<file path="src/rtl/rlsp_pkg.sv">
// shared types and constants for the refund leaf script parser
// no dependencies; used by rlsp_parser and refund_leaf_script_parser_top
package rlsp_pkg;

    // script opcodes the parser looks for
    localparam logic [7:0] OP_PUSH32     = 8'h20;
    localparam logic [7:0] OP_VERIFY     = 8'hAD;
    localparam logic [7:0] OP_PUSH_MIN   = 8'h01;
    localparam logic [7:0] OP_PUSH_MAX   = 8'h4B;
    localparam logic [7:0] OP_PUSH_LEN1  = 8'h4C;
    localparam logic [7:0] OP_SMALL_MIN  = 8'h51;
    localparam logic [7:0] OP_SMALL_MAX  = 8'h60;
    localparam logic [7:0] OP_SMALL_BASE = 8'h50;
    localparam logic [7:0] OP_CSV        = 8'hB2;

    // number encoding
    localparam logic [7:0] SIGN_BIT    = 8'h80;
    localparam int         VALUE_BYTES = 4;
    localparam logic [30:0] TIMELOCK_MAX = 31'h7FFF_FFFF;

    typedef enum logic [1:0] {
        KIND_NONE    = 2'd0,
        KIND_KEY     = 2'd1,
        KIND_VERDICT = 2'd2
    } kind_t;

    typedef enum logic [3:0] {
        ERR_OK     = 4'd0,
        ERR_FIRST  = 4'd1,
        ERR_VERIFY = 4'd2,
        ERR_PUSH   = 4'd3,
        ERR_NEG    = 4'd4,
        ERR_ZERO   = 4'd5,
        ERR_CSV    = 4'd6,
        ERR_TRAIL  = 4'd7,
        ERR_TRUNC  = 4'd8
    } error_code_t;

    typedef enum logic [7:0] {
        PH_FIRST  = 8'b0000_0001,
        PH_KEY    = 8'b0000_0010,
        PH_VERIFY = 8'b0000_0100,
        PH_PUSHOP = 8'b0000_1000,
        PH_PDLEN  = 8'b0001_0000,
        PH_DATA   = 8'b0010_0000,
        PH_CSV    = 8'b0100_0000,
        PH_DONE   = 8'b1000_0000
    } phase_t;

    typedef struct packed {
        logic [7:0] script_byte;
        logic       last_byte;
    } in_beat_t;

    typedef struct packed {
        kind_t       kind;
        logic [7:0]  key_byte;
        logic [4:0]  key_index;
        logic        accepted;
        logic [30:0] timelock;
        error_code_t error_code;
    } out_beat_t;

endpackage

</file>
<file path="src/rtl/rlsp_parser.sv">
// parser state and next-state logic for the refund leaf script parser
// depends on rlsp_pkg; advances one script byte per step pulse
module rlsp_parser #(
    parameter int unsigned KEY_BYTES        = 32,
    parameter int unsigned MAX_NUMBER_BYTES = 4
) (
    input  logic                clk,
    input  logic                rst_n,
    input  logic                step,
    input  rlsp_pkg::in_beat_t  beat,
    output rlsp_pkg::out_beat_t result
);

    localparam int unsigned CW = $clog2(MAX_NUMBER_BYTES + 1);
    localparam logic [4:0]  KEY_LAST = 5'(KEY_BYTES - 1);
    localparam logic [7:0]  MAX_LEN  = 8'(MAX_NUMBER_BYTES);

    rlsp_pkg::phase_t      phase_reg, phase_next, phase_upd;
    logic [4:0]            count_reg, count_next, count_upd;
    logic [CW-1:0]         rem_reg, rem_next, rem_upd, rem_dec;
    logic [CW-1:0]         total_reg, total_next, total_upd;
    logic [31:0]           acc_reg, acc_next, acc_upd, acc_data;
    rlsp_pkg::error_code_t err_reg, err_next, err_upd, err_verdict;
    logic [CW+2:0]         shamt;
    logic [7:0]            b;
    logic                  key_out;
    logic                  do_start;

    assign b     = beat.script_byte;
    assign shamt = {total_reg, 3'b000};

    // per-byte parse step
    always_comb
    begin
        phase_upd = phase_reg;
        count_upd = count_reg;
        rem_upd   = rem_reg;
        total_upd = total_reg;
        acc_upd   = acc_reg;
        err_upd   = err_reg;
        key_out   = 1'b0;
        do_start  = 1'b0;
        rem_dec   = rem_reg - CW'(1);
        acc_data  = acc_reg;

        if (err_reg == rlsp_pkg::ERR_OK)
        begin
            case (phase_reg)
                rlsp_pkg::PH_FIRST:
                begin
                    if (b != rlsp_pkg::OP_PUSH32)
                    begin
                        err_upd = rlsp_pkg::ERR_FIRST;
                    end
                    else
                    begin
                        count_upd = 5'd0;
                        phase_upd = rlsp_pkg::PH_KEY;
                    end
                end
                rlsp_pkg::PH_KEY:
                begin
                    key_out   = 1'b1;
                    count_upd = count_reg + 5'd1;
                    if (count_reg == KEY_LAST)
                    begin
                        phase_upd = rlsp_pkg::PH_VERIFY;
                    end
                end
                rlsp_pkg::PH_VERIFY:
                begin
                    if (b != rlsp_pkg::OP_VERIFY)
                    begin
                        err_upd = rlsp_pkg::ERR_VERIFY;
                    end
                    else
                    begin
                        phase_upd = rlsp_pkg::PH_PUSHOP;
                    end
                end
                rlsp_pkg::PH_PUSHOP:
                begin
                    if (b >= rlsp_pkg::OP_PUSH_MIN && b <= rlsp_pkg::OP_PUSH_MAX)
                    begin
                        do_start = 1'b1;
                    end
                    else if (b == rlsp_pkg::OP_PUSH_LEN1)
                    begin
                        phase_upd = rlsp_pkg::PH_PDLEN;
                    end
                    else if (b >= rlsp_pkg::OP_SMALL_MIN && b <= rlsp_pkg::OP_SMALL_MAX)
                    begin
                        acc_upd   = 32'(b - rlsp_pkg::OP_SMALL_BASE);
                        phase_upd = rlsp_pkg::PH_CSV;
                    end
                    else
                    begin
                        err_upd = rlsp_pkg::ERR_PUSH;
                    end
                end
                rlsp_pkg::PH_PDLEN:
                begin
                    do_start = 1'b1;
                end
                rlsp_pkg::PH_DATA:
                begin
                    // little-endian accumulate, saturate on high nonzero bytes
                    if (int'(total_reg) < rlsp_pkg::VALUE_BYTES)
                    begin
                        acc_data = acc_reg | (32'(b) << shamt);
                    end
                    else if (b != 8'd0)
                    begin
                        acc_data = 32'hFFFF_FFFF;
                    end
                    acc_upd   = acc_data;
                    total_upd = total_reg + CW'(1);
                    rem_upd   = rem_dec;
                    if (rem_dec == CW'(0))
                    begin
                        if ((b & rlsp_pkg::SIGN_BIT) != 8'd0)
                        begin
                            err_upd = rlsp_pkg::ERR_NEG;
                        end
                        else if (acc_data == 32'd0)
                        begin
                            err_upd = rlsp_pkg::ERR_ZERO;
                        end
                        else
                        begin
                            phase_upd = rlsp_pkg::PH_CSV;
                        end
                    end
                end
                rlsp_pkg::PH_CSV:
                begin
                    if (b != rlsp_pkg::OP_CSV)
                    begin
                        err_upd = rlsp_pkg::ERR_CSV;
                    end
                    else
                    begin
                        phase_upd = rlsp_pkg::PH_DONE;
                    end
                end
                default:
                begin
                    err_upd = rlsp_pkg::ERR_TRAIL;
                end
            endcase
        end

        // start of a data push, length taken from the current byte
        if (do_start)
        begin
            if (b > MAX_LEN)
            begin
                err_upd = rlsp_pkg::ERR_PUSH;
            end
            else if (b == 8'd0)
            begin
                err_upd = rlsp_pkg::ERR_ZERO;
            end
            else
            begin
                rem_upd   = CW'(b);
                total_upd = CW'(0);
                acc_upd   = 32'd0;
                phase_upd = rlsp_pkg::PH_DATA;
            end
        end
    end

    // verdict on the final byte, then back to the start state
    always_comb
    begin
        err_verdict = err_upd;
        if (err_upd == rlsp_pkg::ERR_OK && phase_upd != rlsp_pkg::PH_DONE)
        begin
            err_verdict = rlsp_pkg::ERR_TRUNC;
        end

        result = '0;
        if (beat.last_byte)
        begin
            result.kind       = rlsp_pkg::KIND_VERDICT;
            result.accepted   = (err_verdict == rlsp_pkg::ERR_OK);
            result.error_code = err_verdict;
            if (err_verdict == rlsp_pkg::ERR_OK)
            begin
                result.timelock = acc_upd[31] ? rlsp_pkg::TIMELOCK_MAX : acc_upd[30:0];
            end
            phase_next = rlsp_pkg::PH_FIRST;
            count_next = 5'd0;
            rem_next   = CW'(0);
            total_next = CW'(0);
            acc_next   = 32'd0;
            err_next   = rlsp_pkg::ERR_OK;
        end
        else
        begin
            if (key_out)
            begin
                result.kind      = rlsp_pkg::KIND_KEY;
                result.key_byte  = b;
                result.key_index = count_reg;
            end
            phase_next = phase_upd;
            count_next = count_upd;
            rem_next   = rem_upd;
            total_next = total_upd;
            acc_next   = acc_upd;
            err_next   = err_upd;
        end
    end

    // parser state
    always_ff @(posedge clk or negedge rst_n)
    begin
        if (!rst_n)
        begin
            phase_reg <= rlsp_pkg::PH_FIRST;
            count_reg <= 5'd0;
            rem_reg   <= CW'(0);
            total_reg <= CW'(0);
            acc_reg   <= 32'd0;
            err_reg   <= rlsp_pkg::ERR_OK;
        end
        else if (step)
        begin
            phase_reg <= phase_next;
            count_reg <= count_next;
            rem_reg   <= rem_next;
            total_reg <= total_next;
            acc_reg   <= acc_next;
            err_reg   <= err_next;
        end
    end

endmodule

</file>
<file path="src/rtl/refund_leaf_script_parser_top.sv">
// top level of the refund leaf script parser: input and result registers
// depends on rlsp_pkg and rlsp_parser
//
// Takes one script byte per beat and returns exactly one result beat per
// input beat: nothing, a key byte with its index, or, on the beat flagged as
// last, the verdict with error code and decoded timelock. A new byte is taken
// every clock cycle unless script_stall is raised by a held result; each byte
// passes through the input register, the combinational parse step and the
// result register. The parser returns to its start state after each verdict.
module refund_leaf_script_parser_top #(
    parameter int unsigned KEY_BYTES        = 32,
    parameter int unsigned MAX_NUMBER_BYTES = 4
) (
    input  logic                clk,
    input  logic                rst_n,
    input  logic                script_valid,
    output logic                script_stall,
    input  rlsp_pkg::in_beat_t  script,
    output logic                result_valid,
    input  logic                result_stall,
    output rlsp_pkg::out_beat_t result
);

    logic                in_valid_reg;
    rlsp_pkg::in_beat_t  in_reg;
    logic                out_valid_reg;
    rlsp_pkg::out_beat_t out_reg;
    rlsp_pkg::out_beat_t parse_result;
    logic                out_free;
    logic                advance;
    logic                accept;

    // handshake control
    assign out_free     = !out_valid_reg || !result_stall;
    assign advance      = in_valid_reg && out_free;
    assign script_stall = in_valid_reg && !out_free;
    assign accept       = script_valid && !script_stall;

    assign result_valid = out_valid_reg;
    assign result       = out_reg;

    // parse step
    rlsp_parser #(
        .KEY_BYTES        (KEY_BYTES),
        .MAX_NUMBER_BYTES (MAX_NUMBER_BYTES)
    ) u_parser (
        .clk    (clk),
        .rst_n  (rst_n),
        .step   (advance),
        .beat   (in_reg),
        .result (parse_result)
    );

    // valid flags
    always_ff @(posedge clk or negedge rst_n)
    begin
        if (!rst_n)
        begin
            in_valid_reg  <= 1'b0;
            out_valid_reg <= 1'b0;
        end
        else
        begin
            in_valid_reg <= accept || (in_valid_reg && !advance);
            if (out_free)
            begin
                out_valid_reg <= advance;
            end
        end
    end

    // payload registers
    always_ff @(posedge clk)
    begin
        if (accept)
        begin
            in_reg <= script;
        end
        if (advance)
        begin
            out_reg <= parse_result;
        end
    end

    // checks
    a_verdict_consistent: assert property (@(posedge clk) disable iff (!rst_n)
        (out_valid_reg && out_reg.kind == rlsp_pkg::KIND_VERDICT) |->
            (out_reg.accepted == (out_reg.error_code == rlsp_pkg::ERR_OK)))
        else $error("verdict accepted flag disagrees with error code");

    a_accepted_nonzero: assert property (@(posedge clk) disable iff (!rst_n)
        (out_valid_reg && out_reg.accepted) |-> (out_reg.timelock != 31'd0))
        else $error("accepted verdict with zero timelock");

    a_no_overrun: assert property (@(posedge clk) disable iff (!rst_n)
        (in_valid_reg && out_valid_reg && result_stall) |-> script_stall)
        else $error("input taken while both stages are held");

    a_non_verdict_clean: assert property (@(posedge clk) disable iff (!rst_n)
        (out_valid_reg && out_reg.kind != rlsp_pkg::KIND_VERDICT) |->
            (out_reg.error_code == rlsp_pkg::ERR_OK && !out_reg.accepted))
        else $error("error reported outside a verdict beat");

endmodule
</file>
<file path="config.mk">
export PLATFORM = sky130hd
export DESIGN_NAME = refund_leaf_script_parser_top
export DESIGN_NICKNAME = d
export VERILOG_FILES = /design/src/rtl/rlsp_pkg.sv /design/src/rtl/rlsp_parser.sv /design/src/rtl/refund_leaf_script_parser_top.sv
export SDC_FILE = /design/constraint.sdc
export NUM_CORES = 1
export LEC_CHECK = 0
export BUFFER_PORTS_ARGS = -buffer_cell sky130_fd_sc_hd__buf_2
export CAP_MARGIN = 5
export CORE_MARGIN = 3
export CORE_UTILIZATION = 54
export DETAILED_ROUTE_END_ITERATION = 8
export GPL_TIMING_DRIVEN = 0
export PLACE_DENSITY_LB_ADDON = 0.12
export SLEW_MARGIN = 20
export SYNTH_ARGS = -nofsm -noshare
export SYNTH_HDL_FRONTEND = slang
export SYNTH_SLANG_ARGS = --single-unit
</file>
<file path="constraint.sdc">
create_clock -name clk -period 5.5 [get_ports clk]
set_clock_uncertainty 0.1 [all_clocks]
set_input_delay 0.55 -clock clk [delete_from_list [all_inputs] [get_ports clk]]
set_output_delay 0.55 -clock clk [all_outputs]
set_load 0.01 [all_outputs]
</file>
# Word-level counts from Yosys, hierarchy flattened
# Index checks and enable logic that the tools add are counted.
totals:
  ff_bits: 117
  inputBits: 13
  output_inout_bits: 53
  word_cells: 138
classes:
  n_addsub: 4
  n_lt_le_gt_ge: 6
  eq_ne: 14
  shifts: 1
  n_mux: 68
  bitwise_logic: 2
  n_reduce_logical: 27
op_table:
  columns: ["op", "n"]
  rows:
  - ["32-bit 2-to-1 mux", 12]
  - ["8-bit 2-to-1 mux", 15]
  - ["32-bit one-hot mux with 2 select lines", 1]
  - ["4-bit 2-to-1 mux", 15]
  - ["8-bit one-hot mux with 6 select lines", 1]
  - ["3-bit 2-to-1 mux", 12]
  - ["32-bit logical NOT", 1]
  - ["32-bit bitwise OR", 1]
  - ["8-bit by 6-bit left shift with 32-bit output", 1]
  - ["31-bit 2-to-1 mux", 1]
  - ["8-bit inequality test (second input constant)", 3]
  - ["4-bit one-hot mux with 6 select lines", 1]
  - ["8-bit by 7-bit == test with 1-bit output (second input constant)", 2]
  - ["8-bit by 7-bit <= comparator with 1-bit output (second input constant)", 2]
  - ["5-bit 2-to-1 mux", 3]
  - ["14-bit 2-to-1 mux", 1]
  - ["4-bit logical NOT", 3]
  - ["5-bit one-hot mux with 2 select lines", 1]
  - ["8-bit by 7-bit subtractor with 9-bit output (second input constant)", 1]
  - ["8-bit by 1-bit == test with 1-bit output (second input constant)", 1]
  - ["8-bit by 2-bit == test with 1-bit output (second input constant)", 1]
  - ["8-bit by 3-bit == test with 1-bit output (second input constant)", 1]
  - ["8-bit by 4-bit == test with 1-bit output (second input constant)", 1]
  - ["8-bit by 5-bit == test with 1-bit output (second input constant)", 1]
  - ["25 further kinds", 40]

# Depth between registers and ports, before layout
depth:
  depth_word: 19
  mapped_depth: 13
  mapped_depth_nobuf: 10

# Hierarchy
# From an unflattened synthesis, not the netlist that was laid out.
hier_totals:
  cells_unflattened: 728
  area_unflattened_um2: 7124.3
by_module_without_submodules:
  columns: ["module", "instances", "cells_per_inst", "area_per_inst_um2", "seq_area_each_um2"]
  rows:
  - ["rlsp_parser", 1, 660, 5230.0, 1377.6]
  - ["refund_leaf_script_parser_top", 1, 68, 1894.3, 1851.8]

# Least setup slack after synthesis
# No wires, ideal clock.
synth_timing:
  path_kind: "reg2reg"
  start: "reg in_reg[5] (netlist bit)"
  end: "reg out_reg (netlist bit result[19]), data pin"
  arrival_ps: 2809
  t_required_ps: 5119
  setup_slack_ps: 2310
  path_stages_with_launch: 13
  n_path_buf: 2
  synth_period_minus_slack_ps: 3190
  cell_sequence: "edfxtp_1 > inv_1 > ha_1 > nand2b_1 > a31o_1 > a21bo_1 > buf_2 > or2_1 > a21oi_2 > o21ai_1 > o21ai_1 > clkbuf_1 > a21oi_1"
synth_between:
  elab_chain_cells: 19
  elab_cells_between_ends: 67
  classes_between: "1 x add/sub; 5 x order compare; 5 x eq/ne; 1 x shift; 45 x mux; 1 x bitwise; 9 x reduce/logical"
synth_lines:
  columns: ["element", "line_no", "text"]
  rows:
  - ["start, declared", "refund_leaf_script_parser_top.sv:25", "rlsp_pkg::in_beat_t in_reg;"]
  - ["start signal, assigned", "refund_leaf_script_parser_top.sv:77", "in_reg <= script;"]
  - ["8-bit by 6-bit left shift with 32-bit output or 8-bit nonzero test (tied branches)", "rlsp_parser.sv:110, rlsp_parser.sv:112", null]
  - ["32-bit bitwise OR or 32-bit 2-to-1 mux (tied branches)", "rlsp_parser.sv:110, rlsp_parser.sv:112", null]
  - ["32-bit 2-to-1 mux", "rlsp_parser.sv:108", "if (int'(total_reg) < rlsp_pkg::VALUE_BYTES)"]
  - ["32-bit 2-to-1 mux", "rlsp_parser.sv:48", "case (phase_reg)"]
  - ["32-bit 2-to-1 mux", "rlsp_parser.sv:46", "if (err_reg == rlsp_pkg::ERR_OK)"]
  - ["32-bit logical NOT", "rlsp_parser.sv:125", "else if (acc_data == 32'd0)"]
  - ["8-bit 2-to-1 mux or 4-bit 2-to-1 mux (tied branches)", "rlsp_parser.sv:125", null]
  - ["8-bit 2-to-1 mux or 4-bit 2-to-1 mux (tied branches)", "rlsp_parser.sv:121", "if ((b & rlsp_pkg::SIGN_BIT) != 8'd0)"]
  - ["[... 3 more ...]", null, null]
  - ["8-bit 2-to-1 mux or 4-bit 2-to-1 mux (tied branches)", "rlsp_parser.sv:160", "else if (b == 8'd0)"]
  - ["8-bit 2-to-1 mux or 4-bit 2-to-1 mux (tied branches)", "rlsp_parser.sv:156", "if (b > MAX_LEN)"]
  - ["8-bit 2-to-1 mux or 4-bit 2-to-1 mux (tied branches)", "rlsp_parser.sv:154", "if (do_start)"]
  - ["8-bit inequality test or 4-bit logical NOT (tied branches)", "rlsp_parser.sv:178", "if (err_upd == rlsp_pkg::ERR_OK && phase_upd != rlsp_pkg::PH_DONE)"]
  - ["1-bit logical AND", "rlsp_parser.sv:178", null]
  - ["4-bit 2-to-1 mux", "rlsp_parser.sv:178", null]
  - ["4-bit logical NOT", "rlsp_parser.sv:189", "if (err_verdict == rlsp_pkg::ERR_OK)"]
  - ["2-bit AND reduction (no source line)", null, null]
  - ["end signal, assigned", "refund_leaf_script_parser_top.sv:81", "out_reg <= parse_result;"]
  - ["end, declared", "refund_leaf_script_parser_top.sv:27", "rlsp_pkg::out_beat_t out_reg;"]
# Several ways; a longest one is shown, not always the timed one. The select of a mux whose other input is x is not followed.
# A chain may end at the register's enable or synchronous reset.

# Worst setup path in the final report
layout_timing:
  start: "reg in_reg[6] (netlist bit)"
  end: "reg out_reg (netlist bit result[7]), data pin"
# Same word-level chain as after synthesis.

==> impl_metrics.prom <==
# TYPE chip_impl_metric gauge
chip_impl_info{name="result_of_the_run",value="completed"} 1
chip_impl_metric{name="placed_cell_area",unit="um2"} 7463
chip_impl_metric{name="syn-num-nets",unit=""} 755
chip_impl_metric{name="critical_path_buf_inv_count",unit=""} 3
chip_impl_metric{name="synth.lib_cells_used.distinct",unit=""} 78
chip_impl_metric{name="route.detailed.drc",unit=""} 0
chip_impl_metric{name="die-height",unit="um"} 119.1
chip_impl_metric{name="hold_buffers",unit=""} 0
chip_impl_metric{name="timing_worst_slew_pin_value",unit="ns"} 0.9407
chip_impl_metric{name="yosys.area_share.xor_xnor",unit="%"} 0.6345
chip_impl_metric{name="drv.max_cap_violation_count",unit=""} 0
chip_impl_info{name="synth_top_area_cell",value="edfxtp_1"} 1
chip_impl_info{name="path_common_cell",value="nand4_1"} 1
chip_impl_info{name="yosys-top-cells-area",value="edfxtp_1 (26%), dfrtp_1 (20%), a21oi_1 (7.3%)"} 1
chip_impl_metric{name="n_antenna_cell",unit=""} 0
chip_impl_metric{name="worst-path-max-fanout",unit=""} 10
chip_impl_metric{name="drt_pass1_iterations",unit=""} 6
chip_impl_metric{name="cts_setup_buffers",unit=""} 0
chip_impl_metric{name="drtIter0Drc",unit=""} 1010
chip_impl_metric{name="dp_slack",unit="ns"} 1.297
chip_impl_metric{name="peakVddDrop",unit="uV"} 223.8
chip_impl_metric{name="boundaryPins",unit=""} 66
chip_impl_info{name="slowest_stage",value="edfxtp_1"} 1
chip_impl_metric{name="portBuffers",unit=""} 65
chip_impl_metric{name="worstPathRequired",unit="ns"} 5.54
chip_impl_metric{name="design.final.nets",unit=""} 840
chip_impl_metric{name="grt_pass1_vias",unit=""} 5914
chip_impl_metric{name="finalInstanceArea",unit="um2"} 8058
chip_impl_metric{name="post_synth_instance_area",unit="um2"} 6902
chip_impl_info{name="synth_flop_type",value="edfxtp_1"} 1
chip_impl_metric{name="place_hpwl",unit="um"} 14730
chip_impl_metric{name="fmaxAchievable",unit="MHz"} 229.1
chip_impl_metric{name="period_share",unit="%"} 79.36
chip_impl_metric{name="yosys_warn_count",unit=""} 0
chip_impl_metric{name="floorplan.rows",unit=""} 40
chip_impl_info{name="path_cells",value="inv_1 > ha_1 > or3b_1 > o21ai_2 > nand4_1 > nor3_4 > nand4_1 > a31oi_2 > nand4bb_1 > buf_6 > buf_12 > a21oi_2"} 1
chip_impl_metric{name="layout-drive-gt1-share",unit="%"} 19.04
chip_impl_info{name="timing.critical_path.to_type",value="flop"} 1
chip_impl_info{name="hold_path_class",value="primary input to async pin"} 1
chip_impl_metric{name="number_of_nets_with_antenna_violations_after_detailed_routing",unit=""} 0
chip_impl_metric{name="grt_pass1_wl",unit="um"} 32380
chip_impl_metric{name="antenna_found_initial",unit=""} 0
chip_impl_metric{name="timing.final.ws_setup",unit="ns"} 1.135
chip_impl_metric{name="timing_max_transition_violations_final",unit=""} 0
chip_impl_info{name="netlist_top_cells_count",value="a21oi_1 (101), edfxtp_1 (60), dfrtp_1 (56), o21ai_0 (56), nand2_1 (41)"} 1
chip_impl_metric{name="synth_adder_area_share",unit="%"} 1.813
chip_impl_metric{name="asyncSetResetFlopFracSynth",unit="%"} 48.72
chip_impl_metric{name="track_usage",unit="%"} 29.40
chip_impl_metric{name="flip_flop_count_of_the_largest_register_all_copies_and_words_added",unit=""} 51
chip_impl_info{name="synth_top_family_by_area",value="compound AO/OA/AOI/OAI gates"} 1
chip_impl_info{name="rsz0062_at_grt",value="false"} 1
chip_impl_metric{name="yosys.area_share.simple",unit="%"} 17.02
chip_impl_metric{name="setup_total_negative_slack",unit="ns"} 0
chip_impl_metric{name="relSlewSlack",unit="%"} 36.76
chip_impl_metric{name="gp_congestion",unit=""} 0.9544
chip_impl_metric{name="setup_viol_count_final",unit=""} 0
chip_impl_metric{name="synth_compound_gate_area_share",unit="%"} 27.28
chip_impl_metric{name="synth.area.mux_share",unit="%"} 0.1450
chip_impl_metric{name="synthToLayoutAreaGrowth",unit="%"} 16.75
chip_impl_metric{name="netlist_instances",unit=""} 732
chip_impl_metric{name="routed-via-count",unit=""} 6494
chip_impl_metric{name="clkLatencyLatePin",unit="ns"} 0.42
chip_impl_metric{name="synth.yosys.seq_area_share",unit="%"} 46.79
chip_impl_metric{name="core",unit="um2"} 12260
chip_impl_metric{name="globalRouteOverflowTotal",unit=""} 0
chip_impl_info{name="tritoncts",value="done"} 1
chip_impl_metric{name="die_area",unit="um2"} 14170
chip_impl_metric{name="grt_max_degree",unit=""} 58
chip_impl_metric{name="postSynthRegisterBits",unit=""} 117
chip_impl_info{name="ctsRootBufferMaster",value="clkbuf_16"} 1
chip_impl_metric{name="vias_per_cell",unit=""} 6.507
chip_impl_metric{name="power_leakage",unit="nW"} 3.049
chip_impl_metric{name="cts.sink_count",unit=""} 117
chip_impl_info{name="worst-setup-path-type",value="flop to flop"} 1
chip_impl_metric{name="postSynthAreaPerCell",unit="um2"} 9.428
chip_impl_metric{name="clkTransAtPathRegs",unit="ns"} 0.06
chip_impl_metric{name="start_util",unit="%"} 56.29
chip_impl_metric{name="routedWlPerCell",unit="um"} 21.21
chip_impl_metric{name="crit_arrival",unit="ns"} 4.40
chip_impl_metric{name="critical-path-max-stage-delay",unit="ns"} 0.60
chip_impl_metric{name="powerDensity",unit="nW/um2"} 315.9
chip_impl_metric{name="htreeDepth",unit=""} 4
chip_impl_metric{name="layout_min_cycle_time",unit="ns"} 4.365
chip_impl_info{name="worstSetupStartpointType",value="flop"} 1
chip_impl_metric{name="synth-edff-count",unit=""} 60
chip_impl_metric{name="die_x",unit="um"} 119.1
chip_impl_info{name="timing.critical_path.max_delay_family",value="simple AND/OR/NAND/NOR gates"} 1
chip_impl_metric{name="numCtsBuffers",unit=""} 17
chip_impl_metric{name="synth_top_cell_area_share",unit="%"} 26.11
chip_impl_metric{name="routed_wl",unit="um"} 21170
chip_impl_info{name="yosysMostFrequentCell",value="a21oi_1"} 1
chip_impl_metric{name="ctsResizeCount",unit=""} 0
chip_impl_metric{name="timing.final.hold_violations",unit=""} 0
chip_impl_metric{name="ctsLongestPathBuffers",unit=""} 2
-- report_power, final --
group | leakage, nW | internal (mW) | switching (mW) | total (mW)
logic | 1.37 | 0.130 | 0.278 | 0.408
registers | 1.39 | 0.975 | 0.0254 | 1.00
clock network | 0.291 | 0.732 | 0.405 | 1.14
-- layer usage --
layer | vias up | wire [um] | part of all wire, % | track usage [%]
met1 | 3074 | 9072 | 43 | 43.15
met4 | 3 | 671 | 3.2 | 12.24
met3 | 69 | 2192 | 10 | 5.935
met5 | - | 31 | 0.15 | 0
li1 | 2905 | - | - | -
met2 | 443 | 9200 | 43 | 42.46
-- placed cells by master (no fill, tap or decap), types with 8 or more instances in the layout --
master       n
o21ai_1     30
o22ai_1     26
and2_1      16
inv_1       36
dfrtp_1     56
nor3_1       9
ha_1        10
o21ai_0     56
nand2_1     41
a21oi_1    101
nand3_1     18
clkbuf_1    38
nor2_1      33
nand2b_1    14
nor2b_1      8
nor4b_1      8
edfxtp_1    60
clkbuf_16   17
a21oi_2     31
buf_2       76
nor4_1      11
-- area by class of cell --
class,count,area [um2]
plain buffers,56,296.5
multi-input cells,521,3237
well taps,168,210.2
flip-flops and latches,117,3229
inverters,38,142.6
repair buffers,66,347.8
fillers,972,4204
clock buffers,22,464.2
clock inverters,10,130.1
-- path summary, 6_finish.rpt --
| kind | startpoint | end | slack (ns) | depth (start not counted) |
|---|---|---|---|---|
| worst max register to register | in_reg[6] | result[7] | 1.14 | 12 |
| worst max-delay path | in_reg[6] | result[7] | 1.14 | 12 |
| max in group asynchronous | rst_n | u_parser.acc_reg[27] | 4.66 | 1 |
| min in group clk | script[0] | in_reg[0] | 0.20 | 1 |
| worst min register to register | u_parser.count_reg[3] | u_parser.count_reg[3] | 0.39 | 1 |
| worst min-delay path | rst_n | u_parser.phase_reg[7] | 0.11 | 1 |
-- logic make-up after synthesis --
| family | Yosys count |
|---|---|
| xor+xnor | 5 |
| flops | 117 |
| simple gates | 200 |
| mux | 1 |
| fa+ha+maj | 10 |
| compound gates | 305 |
| buf+inv | 94 |
-- through the flow --
| step | hold slack [ns] | instances | power [mW] | utilization, % |
|---|---|---|---|---|
| 2_1_floorplan | 0.1544 | 732 | 1.268 | - |
| 3_3_place_gp | 0.3764 | 965 | 1.411 | 60.65 |
| 3_5_place_dp | 0.3778 | 966 | 1.410 | 60.87 |
| 4_1_cts | 0.1414 | 998 | 2.530 | 65.71 |
| 5_1_grt | 0.1761 | 998 | 2.611 | 65.71 |
| 6_report | 0.1124 | 998 | 2.546 | 65.71 |
Power figures use the tool's default switching activity.
